<file path="src/sv/tcce_pkg.sv">
// Shared constants, types and command codes for the text console cursor engine.
package tcce_pkg;

  localparam int COLUMNS    = 80;
  localparam int ROW_COUNT  = 25;
  localparam int CELL_COUNT = COLUMNS * ROW_COUNT;

  localparam int CELL_AW  = (CELL_COUNT > 1) ? $clog2(CELL_COUNT) : 1;
  localparam int COL_W    = (COLUMNS > 1) ? $clog2(COLUMNS) : 1;
  localparam int ROW_W    = (ROW_COUNT > 1) ? $clog2(ROW_COUNT) : 1;
  localparam int CELL_W   = 16;
  localparam int CMD_W    = 2;
  localparam int CHAR_W   = 8;
  localparam int ATTR_W   = 8;
  localparam int CURSOR_W = 11;
  localparam int RIDX_W   = 11;
  localparam int CMP_W    = 17;

  localparam int QUEUE_DEPTH = 2;
  localparam int QAW         = (QUEUE_DEPTH > 1) ? $clog2(QUEUE_DEPTH) : 1;

  localparam logic [CMD_W-1:0] CMD_PUT   = 2'd0;
  localparam logic [CMD_W-1:0] CMD_CLEAR = 2'd1;
  localparam logic [CMD_W-1:0] CMD_READ  = 2'd2;

  localparam logic [CHAR_W-1:0] CH_NEWLINE   = 8'd10;
  localparam logic [CHAR_W-1:0] CH_RETURN    = 8'd13;
  localparam logic [CHAR_W-1:0] CH_BACKSPACE = 8'd8;
  localparam logic [CHAR_W-1:0] CH_SPACE     = 8'h20;

  localparam logic [ATTR_W-1:0] RESET_ATTR  = 8'h07;
  localparam logic [CELL_W-1:0] RESET_BLANK = {RESET_ATTR, CH_SPACE};

  typedef logic [2:0] kind_t;

  localparam kind_t K_NOP     = 3'd0;
  localparam kind_t K_PUT     = 3'd1;
  localparam kind_t K_NEWLINE = 3'd2;
  localparam kind_t K_BACK    = 3'd3;
  localparam kind_t K_CLEAR   = 3'd4;
  localparam kind_t K_READ    = 3'd5;

  typedef struct packed {
    kind_t               kind;
    logic [CHAR_W-1:0]   ch;
    logic [CELL_AW-1:0]  addr;
  } op_t;

endpackage

</file>
<file path="src/sv/tcce_front.sv">
// Front end: accepts commands and classifies them into queue entries.
module tcce_front (
  input  logic                         in_valid,
  output logic                         in_stall,
  input  logic [tcce_pkg::CMD_W-1:0]   in_cmd,
  input  logic [tcce_pkg::CHAR_W-1:0]  in_char_code,
  input  logic [tcce_pkg::RIDX_W-1:0]  in_read_index,
  input  logic                         q_full,
  input  logic                         back_busy,
  output logic                         push,
  output tcce_pkg::op_t                push_op
);

  logic in_range;

  assign in_range = tcce_pkg::CMP_W'(in_read_index) <
                    tcce_pkg::CMP_W'(tcce_pkg::CELL_COUNT);
  assign in_stall = q_full | back_busy;
  assign push     = in_valid & ~in_stall;

  always_comb begin
    push_op.ch   = in_char_code;
    push_op.addr = tcce_pkg::CELL_AW'(in_read_index);
    push_op.kind = tcce_pkg::K_NOP;
    unique case (in_cmd)
      tcce_pkg::CMD_PUT: begin
        if (in_char_code == tcce_pkg::CH_NEWLINE || in_char_code == tcce_pkg::CH_RETURN) begin
          push_op.kind = tcce_pkg::K_NEWLINE;
        end else if (in_char_code == tcce_pkg::CH_BACKSPACE) begin
          push_op.kind = tcce_pkg::K_BACK;
        end else begin
          push_op.kind = tcce_pkg::K_PUT;
        end
      end
      tcce_pkg::CMD_CLEAR: push_op.kind = tcce_pkg::K_CLEAR;
      tcce_pkg::CMD_READ:  push_op.kind = in_range ? tcce_pkg::K_READ : tcce_pkg::K_NOP;
      default:             push_op.kind = tcce_pkg::K_NOP;
    endcase
  end

endmodule

</file>
<file path="config.mk">
export PLATFORM = sky130hd
export DESIGN_NAME = tcce_front
export DESIGN_NICKNAME = d
export VERILOG_FILES = /design/src/sv/tcce_pkg.sv /design/src/sv/tcce_front.sv
export SDC_FILE = /design/constraint.sdc
export NUM_CORES = 1
export LEC_CHECK = 0
export ABC_AREA = 1
export BUFFER_PORTS_ARGS = -buffer_cell sky130_fd_sc_hd__buf_2
export CAP_MARGIN = 20
export CORE_AREA = 10 10 47 49
export DETAILED_ROUTE_END_ITERATION = 16
export DIE_AREA = 0 0 57 59
export PLACE_DENSITY = 0.65
export SETUP_SLACK_MARGIN = 0.15
export SLEW_MARGIN = 0
export SYNTH_ARGS = -nofsm -noshare
export SYNTH_HDL_FRONTEND = slang
export SYNTH_SLANG_ARGS = --single-unit
</file>
<file path="constraint.sdc">
create_clock -name vclk -period 1.45
set_clock_uncertainty 0.05 [all_clocks]
set_input_delay 0.0725 -clock vclk [all_inputs]
set_output_delay 0.0725 -clock vclk [all_outputs]
set_load 0.05 [all_outputs]
</file>
==> impl_metrics.env <==
export IMPL_outcome="completed"
export IMPL_dieWidth_um=57
export IMPL_tightest_slew_ns=0.2584
export IMPL_cts_resized=0
export IMPL_cts_setup_buffers=0
export IMPL_syn2layout_area_growth_pct=28.07
export IMPL_gp_congestion=0.6383
export IMPL_slew_viol_final=0
export IMPL_synthesis_nets=74
export IMPL_crit_path_end_kind="primary output"
export IMPL_yosysTopAreaCell="buf_4"
export IMPL_critPathTopFamily="buffers and inverters"
export IMPL_drv_cap=0
export IMPL_core_area_mm2=0.001401
export IMPL_fin_area_um2=365.4
export IMPL_critPathMaxFanout=2
export IMPL_slew_headroom=0.8289
export IMPL_seq_area_um2=0
export IMPL_synthCells=50
export IMPL_setup_tns_ns=0
export IMPL_synth_top_cell_area_share=0.5000
export IMPL_synthTopCellsByArea="buf_4, inv_1, nand2_1"
export IMPL_rsz0062_at_grt="false"
export IMPL_timing_worst_setup_path_type="input port to primary output"
export IMPL_critPathRequiredTime_ns=1.33
export IMPL_min_path_cells=0
export IMPL_slowest_delay_ns=0.27
export IMPL_critPathArrivalTime_ns=0.88
export IMPL_leakagePower_nw=0.2440
export IMPL_layout_clock_buffers=0
export IMPL_die_height_um=59
export IMPL_drtPass1Iterations=4
export IMPL_drive_gt1_frac=0.6338
export IMPL_hold_viol_final=0
export IMPL_placement_cell_area_um2=365.4
export IMPL_ioPinCount=48
export IMPL_drtIter0Drc=1
export IMPL_synth_area_um2=285.3
export IMPL_crit_chain="buf_2 > nor2_1 > and2_1 > nand2_2 > a21oi_2 > buf_2"
export IMPL_setup_violations=0
export IMPL_yosysWarningCount=0
export IMPL_design_seq_count=0
export IMPL_syn_area_per_cell_um2=5.705
export IMPL_multiInputGateArea_um2=118.9
export IMPL_ant_nets=0
export IMPL_grt_pass1_vias=349
export IMPL_start_kind="input port"
export IMPL_via_per_inst=4.034
export IMPL_initial_core_util=0.2036
export IMPL_io_buffers=40
export IMPL_ctsHoldBuffers=0
export IMPL_nNetsFinal=97
export IMPL_ys_types=12
export IMPL_path_buf_inv=2
export IMPL_fin_crit_ns=1.003
export IMPL_remaining_drc_errors=0
export IMPL_max_freq_ghz=0.9969
export IMPL_route_vias_total=351
export IMPL_diodes=0
export IMPL_grt_pass1_wl_mm=1.455
export IMPL_fillers=169
export IMPL_yosysSeqAreaShare=0
export IMPL_grt_ovfl_total=0
export IMPL_placementRows=14
export IMPL_cp_depth=6
export IMPL_drt_wl_total_um=954
export IMPL_antenna_found_initial=0
export IMPL_critPathMostFrequentCell="buf_2"
export IMPL_hp_class="input port to primary output"
export IMPL_grt_use_total=0.04855
export IMPL_die_area_mm2=0.003363
export IMPL_grt_max_degree=5
export IMPL_period_share=0.6918
export IMPL_cp_slowest_cell="buf_2"
export IMPL_wire_per_inst_um=10.97
export IMPL_power_density_mw_per_mm2=517.4
export IMPL_irDropWorstVdd_mv=0.1235
==> placed cells by master (no fill, tap or decap) <==
| cell type | instances |
|---|---|
| nor2_1 | 6 |
| nand2_2 | 1 |
| nor2_2 | 2 |
| nand2_1 | 7 |
| o21ai_0 | 1 |
| buf_2 | 40 |
| nand4_1 | 2 |
| o21ai_1 | 1 |
| inv_1 | 7 |
| o21bai_1 | 1 |
| and2_1 | 1 |
| a21oi_2 | 1 |
| or2_2 | 1 |
==> report_power, final <==
part	internal [mW]	switching [mW]	total, mW
Clock	0	0	0
Combinational	0.0481	0.141	0.189
Sequential	0	0	0
Total	0.0481	0.141	0.189
==> through the flow <==
stage / util / setup WS (ns) / power (mW) / instances / hold slack, ns
detailed placement: 0.2607 / 0.4340 / 0.1918 / 87 / 0.09559
floorplan: - / 0.3647 / 0.1882 / 50 / 0.2492
global route: 0.2607 / 0.3346 / 0.2020 / 87 / 0.09507
finish: 0.2607 / 0.4469 / 0.1890 / 87 / 0.09502
global placement: 0.2607 / 0.4406 / 0.1901 / 87 / 0.09559
CTS: 0.2607 / 0.4322 / 0.1921 / 87 / 0.09559
==> synth_stat cells (all sizes together) <==
library cell  instances
o21ai                 2
buf                  19
and2                  1
nand4                 2
or2                   1
inv                   7
nor2                  8
o21bai                1
a21oi                 1
nand2                 8
==> cell type report <==
cell class / count / share of cell area
Inverter: 7 / 0.07192
Multi-Input combinational cell: 24 / 0.3253
Tap cell: 16 / 0.05479
Timing Repair Buffer: 40 / 0.5479
==> layer usage <==
| metal | part of all wire | GRT usage | wire (um) | vias up |
|---|---|---|---|---|
| met5 | 0 | 0 | 0 | - |
| met4 | 0.0063 | 0.003356 | 6 | 0 |
| met3 | 0.22 | 0.03648 | 212 | 2 |
| met2 | 0.42 | 0.08062 | 398 | 32 |
| met1 | 0.35 | 0.05030 | 336 | 143 |
| li1 | - | - | - | 174 |
==> worst paths after layout <==
check / start / to / slack [ns]
setup / recovery: in_char_code[5] / push_op[20] / 0.45
hold / removal: in_read_index[3] / push_op[3] / 0.1
==> cell families (layout without fill, tap and decap cells) <==
kind of cell | Yosys count | count (layout) | share of synthesized area
compound gates | 4 | 4 | 0.09212
buf+inv | 26 | 47 | 0.5921
simple gates | 20 | 20 | 0.3159
No activity file was read; power rests on OpenSTA's default activity.
