$ cat config.mk
export PLATFORM = sky130hd
export DESIGN_NAME = tcce_queue
export DESIGN_NICKNAME = d
export VERILOG_FILES = /design/src/sv/tcce_pkg.sv /design/src/sv/tcce_queue.sv
export SDC_FILE = /design/constraint.sdc
export NUM_CORES = 1
export LEC_CHECK = 0
export BUFFER_PORTS_ARGS = -buffer_cell sky130_fd_sc_hd__buf_2
export CORE_ASPECT_RATIO = 0.7
export CORE_UTILIZATION = 40
export CTS_CLUSTER_SIZE = 12
export DETAILED_ROUTE_END_ITERATION = 12
export SLEW_MARGIN = 20
export SYNTH_ARGS = -nofsm -noshare
export SYNTH_HDL_FRONTEND = slang
export SYNTH_SLANG_ARGS = --single-unit
$ cat constraint.sdc
create_clock -name clk -period 2.1 [get_ports clk]
set_input_delay 0.315 -clock clk [delete_from_list [all_inputs] [get_ports clk]]
set_output_delay 0.315 -clock clk [all_outputs]
set_load 0.1 [all_outputs]
$ cat src/sv/tcce_pkg.sv
// Shared constants, types and command codes for the text console cursor engine.
package tcce_pkg;

  localparam int COLUMNS    = 80;
  localparam int ROW_COUNT  = 25;
  localparam int CELL_COUNT = COLUMNS * ROW_COUNT;

  localparam int CELL_AW  = (CELL_COUNT > 1) ? $clog2(CELL_COUNT) : 1;
  localparam int COL_W    = (COLUMNS > 1) ? $clog2(COLUMNS) : 1;
  localparam int ROW_W    = (ROW_COUNT > 1) ? $clog2(ROW_COUNT) : 1;
  localparam int CELL_W   = 16;
  localparam int CMD_W    = 2;
  localparam int CHAR_W   = 8;
  localparam int ATTR_W   = 8;
  localparam int CURSOR_W = 11;
  localparam int RIDX_W   = 11;
  localparam int CMP_W    = 17;

  localparam int QUEUE_DEPTH = 2;
  localparam int QAW         = (QUEUE_DEPTH > 1) ? $clog2(QUEUE_DEPTH) : 1;

  localparam logic [CMD_W-1:0] CMD_PUT   = 2'd0;
  localparam logic [CMD_W-1:0] CMD_CLEAR = 2'd1;
  localparam logic [CMD_W-1:0] CMD_READ  = 2'd2;

  localparam logic [CHAR_W-1:0] CH_NEWLINE   = 8'd10;
  localparam logic [CHAR_W-1:0] CH_RETURN    = 8'd13;
  localparam logic [CHAR_W-1:0] CH_BACKSPACE = 8'd8;
  localparam logic [CHAR_W-1:0] CH_SPACE     = 8'h20;

  localparam logic [ATTR_W-1:0] RESET_ATTR  = 8'h07;
  localparam logic [CELL_W-1:0] RESET_BLANK = {RESET_ATTR, CH_SPACE};

  typedef logic [2:0] kind_t;

  localparam kind_t K_NOP     = 3'd0;
  localparam kind_t K_PUT     = 3'd1;
  localparam kind_t K_NEWLINE = 3'd2;
  localparam kind_t K_BACK    = 3'd3;
  localparam kind_t K_CLEAR   = 3'd4;
  localparam kind_t K_READ    = 3'd5;

  typedef struct packed {
    kind_t               kind;
    logic [CHAR_W-1:0]   ch;
    logic [CELL_AW-1:0]  addr;
  } op_t;

endpackage

$ cat src/sv/tcce_queue.sv
// Short command queue between front end and back end.
module tcce_queue (
  input  logic          clk,
  input  logic          rst_n,
  input  logic          push,
  input  tcce_pkg::op_t push_op,
  input  logic          pop,
  output tcce_pkg::op_t head_op,
  output logic          empty,
  output logic          full
);

  tcce_pkg::op_t               entry_r [tcce_pkg::QUEUE_DEPTH];
  logic [tcce_pkg::QAW-1:0]    wr_ptr_r, wr_ptr_nxt;
  logic [tcce_pkg::QAW-1:0]    rd_ptr_r, rd_ptr_nxt;
  logic [tcce_pkg::QAW:0]      count_r, count_nxt;

  assign empty   = (count_r == '0);
  assign full    = (count_r == (tcce_pkg::QAW + 1)'(tcce_pkg::QUEUE_DEPTH));
  assign head_op = entry_r[rd_ptr_r];

  always_comb begin
    wr_ptr_nxt = wr_ptr_r;
    rd_ptr_nxt = rd_ptr_r;
    count_nxt  = count_r;
    if (push) begin
      wr_ptr_nxt = (wr_ptr_r == tcce_pkg::QAW'(tcce_pkg::QUEUE_DEPTH - 1)) ?
                   '0 : wr_ptr_r + tcce_pkg::QAW'(1);
    end
    if (pop) begin
      rd_ptr_nxt = (rd_ptr_r == tcce_pkg::QAW'(tcce_pkg::QUEUE_DEPTH - 1)) ?
                   '0 : rd_ptr_r + tcce_pkg::QAW'(1);
    end
    if (push && !pop) begin
      count_nxt = count_r + (tcce_pkg::QAW + 1)'(1);
    end else if (pop && !push) begin
      count_nxt = count_r - (tcce_pkg::QAW + 1)'(1);
    end
  end

  always_ff @(posedge clk) begin
    if (!rst_n) begin
      wr_ptr_r <= '0;
      rd_ptr_r <= '0;
      count_r  <= '0;
    end else begin
      wr_ptr_r <= wr_ptr_nxt;
      rd_ptr_r <= rd_ptr_nxt;
      count_r  <= count_nxt;
    end
  end

  always_ff @(posedge clk) begin
    if (push) begin
      entry_r[wr_ptr_r] <= push_op;
    end
  end

  a_no_pop_empty: assert property (@(posedge clk) disable iff (!rst_n)
    pop |-> !empty) else $error("pop from empty queue");
  a_no_push_full: assert property (@(posedge clk) disable iff (!rst_n)
    (full && !pop) |-> !push) else $error("push into full queue");
  a_count_step: assert property (@(posedge clk) disable iff (!rst_n)
    (push && !pop) |=> count_r == $past(count_r) + (tcce_pkg::QAW + 1)'(1))
    else $error("queue count did not advance on push");

endmodule

==> run_results.csv <==
group,metric,value,unit
routing,via_count,949,
global_routing,grt_pass1_vias,1018,
global_routing,grtUsageMet2,0.226,
worst_setup_path,ff2ff_setup_slack,990,ps
floorplan,die_h,58.1,um
cells_and_area,fin_area,0.00254,mm2
hold_path,whs_endpoint,"entry_r[0][11]$_DFFE_PP_",
timing,drv_slew,0,
worst_setup_path,crit_required,1780,ps
synth,async_flop_share,0,
floorplan,dieArea,0.00477,mm2
routing,dr.pass1.iters,4,
outcome,status,"finished, final reports clean",
timing,holdWs,206,ps
placed_design,port_buffers,49,
clocking,cts_buffer_depth,2,
cells_and_area,area_growth_syn_to_layout,41.5,%
global_routing,overflow,0,
hold_path,min_path_cells,1,
power_and_ir_drop,p_switching,0.780,mW
timing,fin_crit,1710,ps
power_and_ir_drop,leakagePower,0.974,nW
cells_and_area,fillers,311,
power_and_ir_drop,pwr-share-comb,0.311,
global_routing,grt_max_degree,24,
timing,grt_setup_unrepaired,"false",
routing,wire_per_inst,13.9,um
cells_and_area,n_antenna_cell,0,
placed_design,hpwl,1.95,mm
cells_and_area,nets,175,
power_and_ir_drop,ir_drop,685,uV
worst_setup_path,ff2ff_path_depth,2,
clocking,htreeDepth,2,
global_routing,met3_usage,0.0567,
hold_path,hp-class,"in2reg",
floorplan,core_area,0.00411,mm2
clocking,clock_latency,290,ps
synth,synthCells,90,
clocking,cts_hold_buf,0,
worst_setup_path,start_kind,"register",
clocking,clkTransAtPathRegs,80,ps
placed_design,gp_congestion,0.693,
power_and_ir_drop,p_int,1.61,mW
synth,synth.net_count,117,
worst_setup_path,cp.arrival,1400,ps
worst_setup_path,timing.rr.end,"entry_r[1][19]$_DFFE_PP_",
floorplan,rows,19,
timing,hold_viol,0,
floorplan,initial_utilization,0.437,
clocking,numCtsBuffers,5,
cells_and_area,final_cell_mix,"edfxtp_1, buf_2, mux2_2, buf_12",
clocking,clock-sinks,49,
clocking,cts_root_buf,"clkbuf_8",
cells_and_area,drive_gt1_frac,0.564,
hold_path,min_from,"push_op[11]",
timing,setup_viol,0,
timing,relSlewSlack,0.679,
routing,wl,2.80,mm
power_and_ir_drop,power_density,938,mW/mm2
worst_setup_path,path_class,"reg2out",
worst_setup_path,critPathCaptureType,"output port",
worst_setup_path,cp_max_fo,12,
synth,synthFlopType,"edfxtp_1",
routing,drt-initial-drc-count,7,
synth,seq_area_frac_synth,0.791,
worst_setup_path,critPathSlowestCell,"mux2_2",
synth,syn_avg_cell_area,20.0,um2
power_and_ir_drop,pwr-share-seq,0.477,
global_routing,grt_antenna_before_repair,0,
synth,synth_edf_count,44,
worst_setup_path,crit_chain,"buf_4 > mux2_2 > buf_12",
routing,drc,0,
power_and_ir_drop,swShare,0.327,
floorplan,io_pins,50,
routing,vias_per_cell,4.72,
timing,fmax,583,MHz
global_routing,grt_pass1_wl,4.75,mm
cells_and_area,final_common_cell,"edfxtp_1",
timing,period_share,0.816,
clocking,cts_tree,"yes",
synth,ys_ff_latch,49,
timing,setup_tns,0,ps
placed_design,post-place-ws,696,ps
global_routing,grtUsageMet1,0.168,
placed_design,post_dp_cell_area,0.00246,mm2
global_routing,grtUsageTotal,0.142,
synth,yosysWarnings,0,
worst_setup_path,regToRegStartpoint,"wr_ptr_r$_SDFFE_PN0P_",
clocking,post_cts_buffers,0,
routing,ant_nets,0,
worst_setup_path,critPathMaxStageDelay,380,ps
timing,worstMarginPinSlew,485,ps
synth,synth_area,0.00180,mm2
timing,finalClockSkew,3.81,ps
power_and_ir_drop,power_frac_clock,0.212,
timing,setup_ws,386,ps
job,drv_cap,0,
synth,ys_types,16,
floorplan,die_x,82.1,um
global_routing,busiest_layer,"met2",
clocking,post_cts_resized,0,
-- worst max-delay path by stage --
stage | startpoint | end | slack (ps) | depth (start not counted)
3_5_place_dp | register | head_op[6] | 700 | 3
3_3_place_gp | register | head_op[8] | 710 | 3
6_report | register | head_op[6] | 390 | 3
2_1_floorplan | count_r[0]$_SDFFE_PN0P_ | empty | 200 | 1
5_1_grt | register | head_op[0] | 300 | 3
4_1_cts | register | head_op[0] | 360 | 3
-- power by group through the flow --
stage                     combinational (mW)  clock [mW]  sequential [mW]
after floorplan                        0.487           0             1.16
after CTS                              0.749       0.526             1.14
after detailed placement               0.748           0             1.16
final                                  0.743       0.506             1.14
after global routing                   0.769       0.578             1.14
after global placement                 0.739           0             1.16
-- registers in the layout, summed over array words and instances (netlist names), named ones only --
| name | cells |
|---|---|
| entry_r | 44 |
| count_r | 2 |
| rd_ptr_r | 1 |
| wr_ptr_r | 1 |
-- metal layers --
| layer | part of all wire | vias up |
|---|---|---|
| met3 | 0.084 | 7 |
| met4 | 0.017 | 0 |
| met1 | 0.41 | 454 |
| met5 | 0 | - |
| met2 | 0.49 | 34 |
| li1 | - | 454 |
-- worst max-delay path, delay by kind of cell, from the launching register on --
family	cells	cell delay, ps
flops	1	330
mux	1	380
buf+inv	2	380
-- synth_stat cells (all sizes together), types with 2 or more instances --
master / number / area share
and2: 4 / 0.014
buf: 2 / 0.0056
dfxtp: 5 / 0.056
edfxtp: 44 / 0.73
mux2: 22 / 0.14
nor2b: 2 / 0.0070
xor2: 2 / 0.0097
-- logic make-up (layout without fill, tap and decap cells) --
kind of cell | after synthesis | count (layout) | synth area share
compound gates | 3 | 3 | 0.0111
xor+xnor | 3 | 3 | 0.0146
fa+ha+maj | 1 | 1 | 0.00696
buf+inv | 3 | 62 | 0.00765
flops | 49 | 49 | 0.791
mux | 22 | 22 | 0.138
simple gates | 9 | 9 | 0.0313
-- through the flow --
step / util / total power, mW / cells
floorplan: - / 1.64 / 90
global placement: 0.598 / 1.90 / 193
detailed placement: 0.598 / 1.91 / 193
CTS: 0.618 / 2.41 / 201
global route: 0.618 / 2.49 / 201
finish: 0.618 / 2.39 / 201
-- cell type report --
class	instances	area, um2	share of cell area
clock buffer	6	72.6	0.0285
clock inverter	2	10.0	0.00394
inverter	1	3.75	0.00148
multi-input combinational	38	365	0.144
sequential	49	1420	0.559
tap	52	65.1	0.0256
timing repair buffer	53	606	0.238
(Power assumes the default switching activity.)
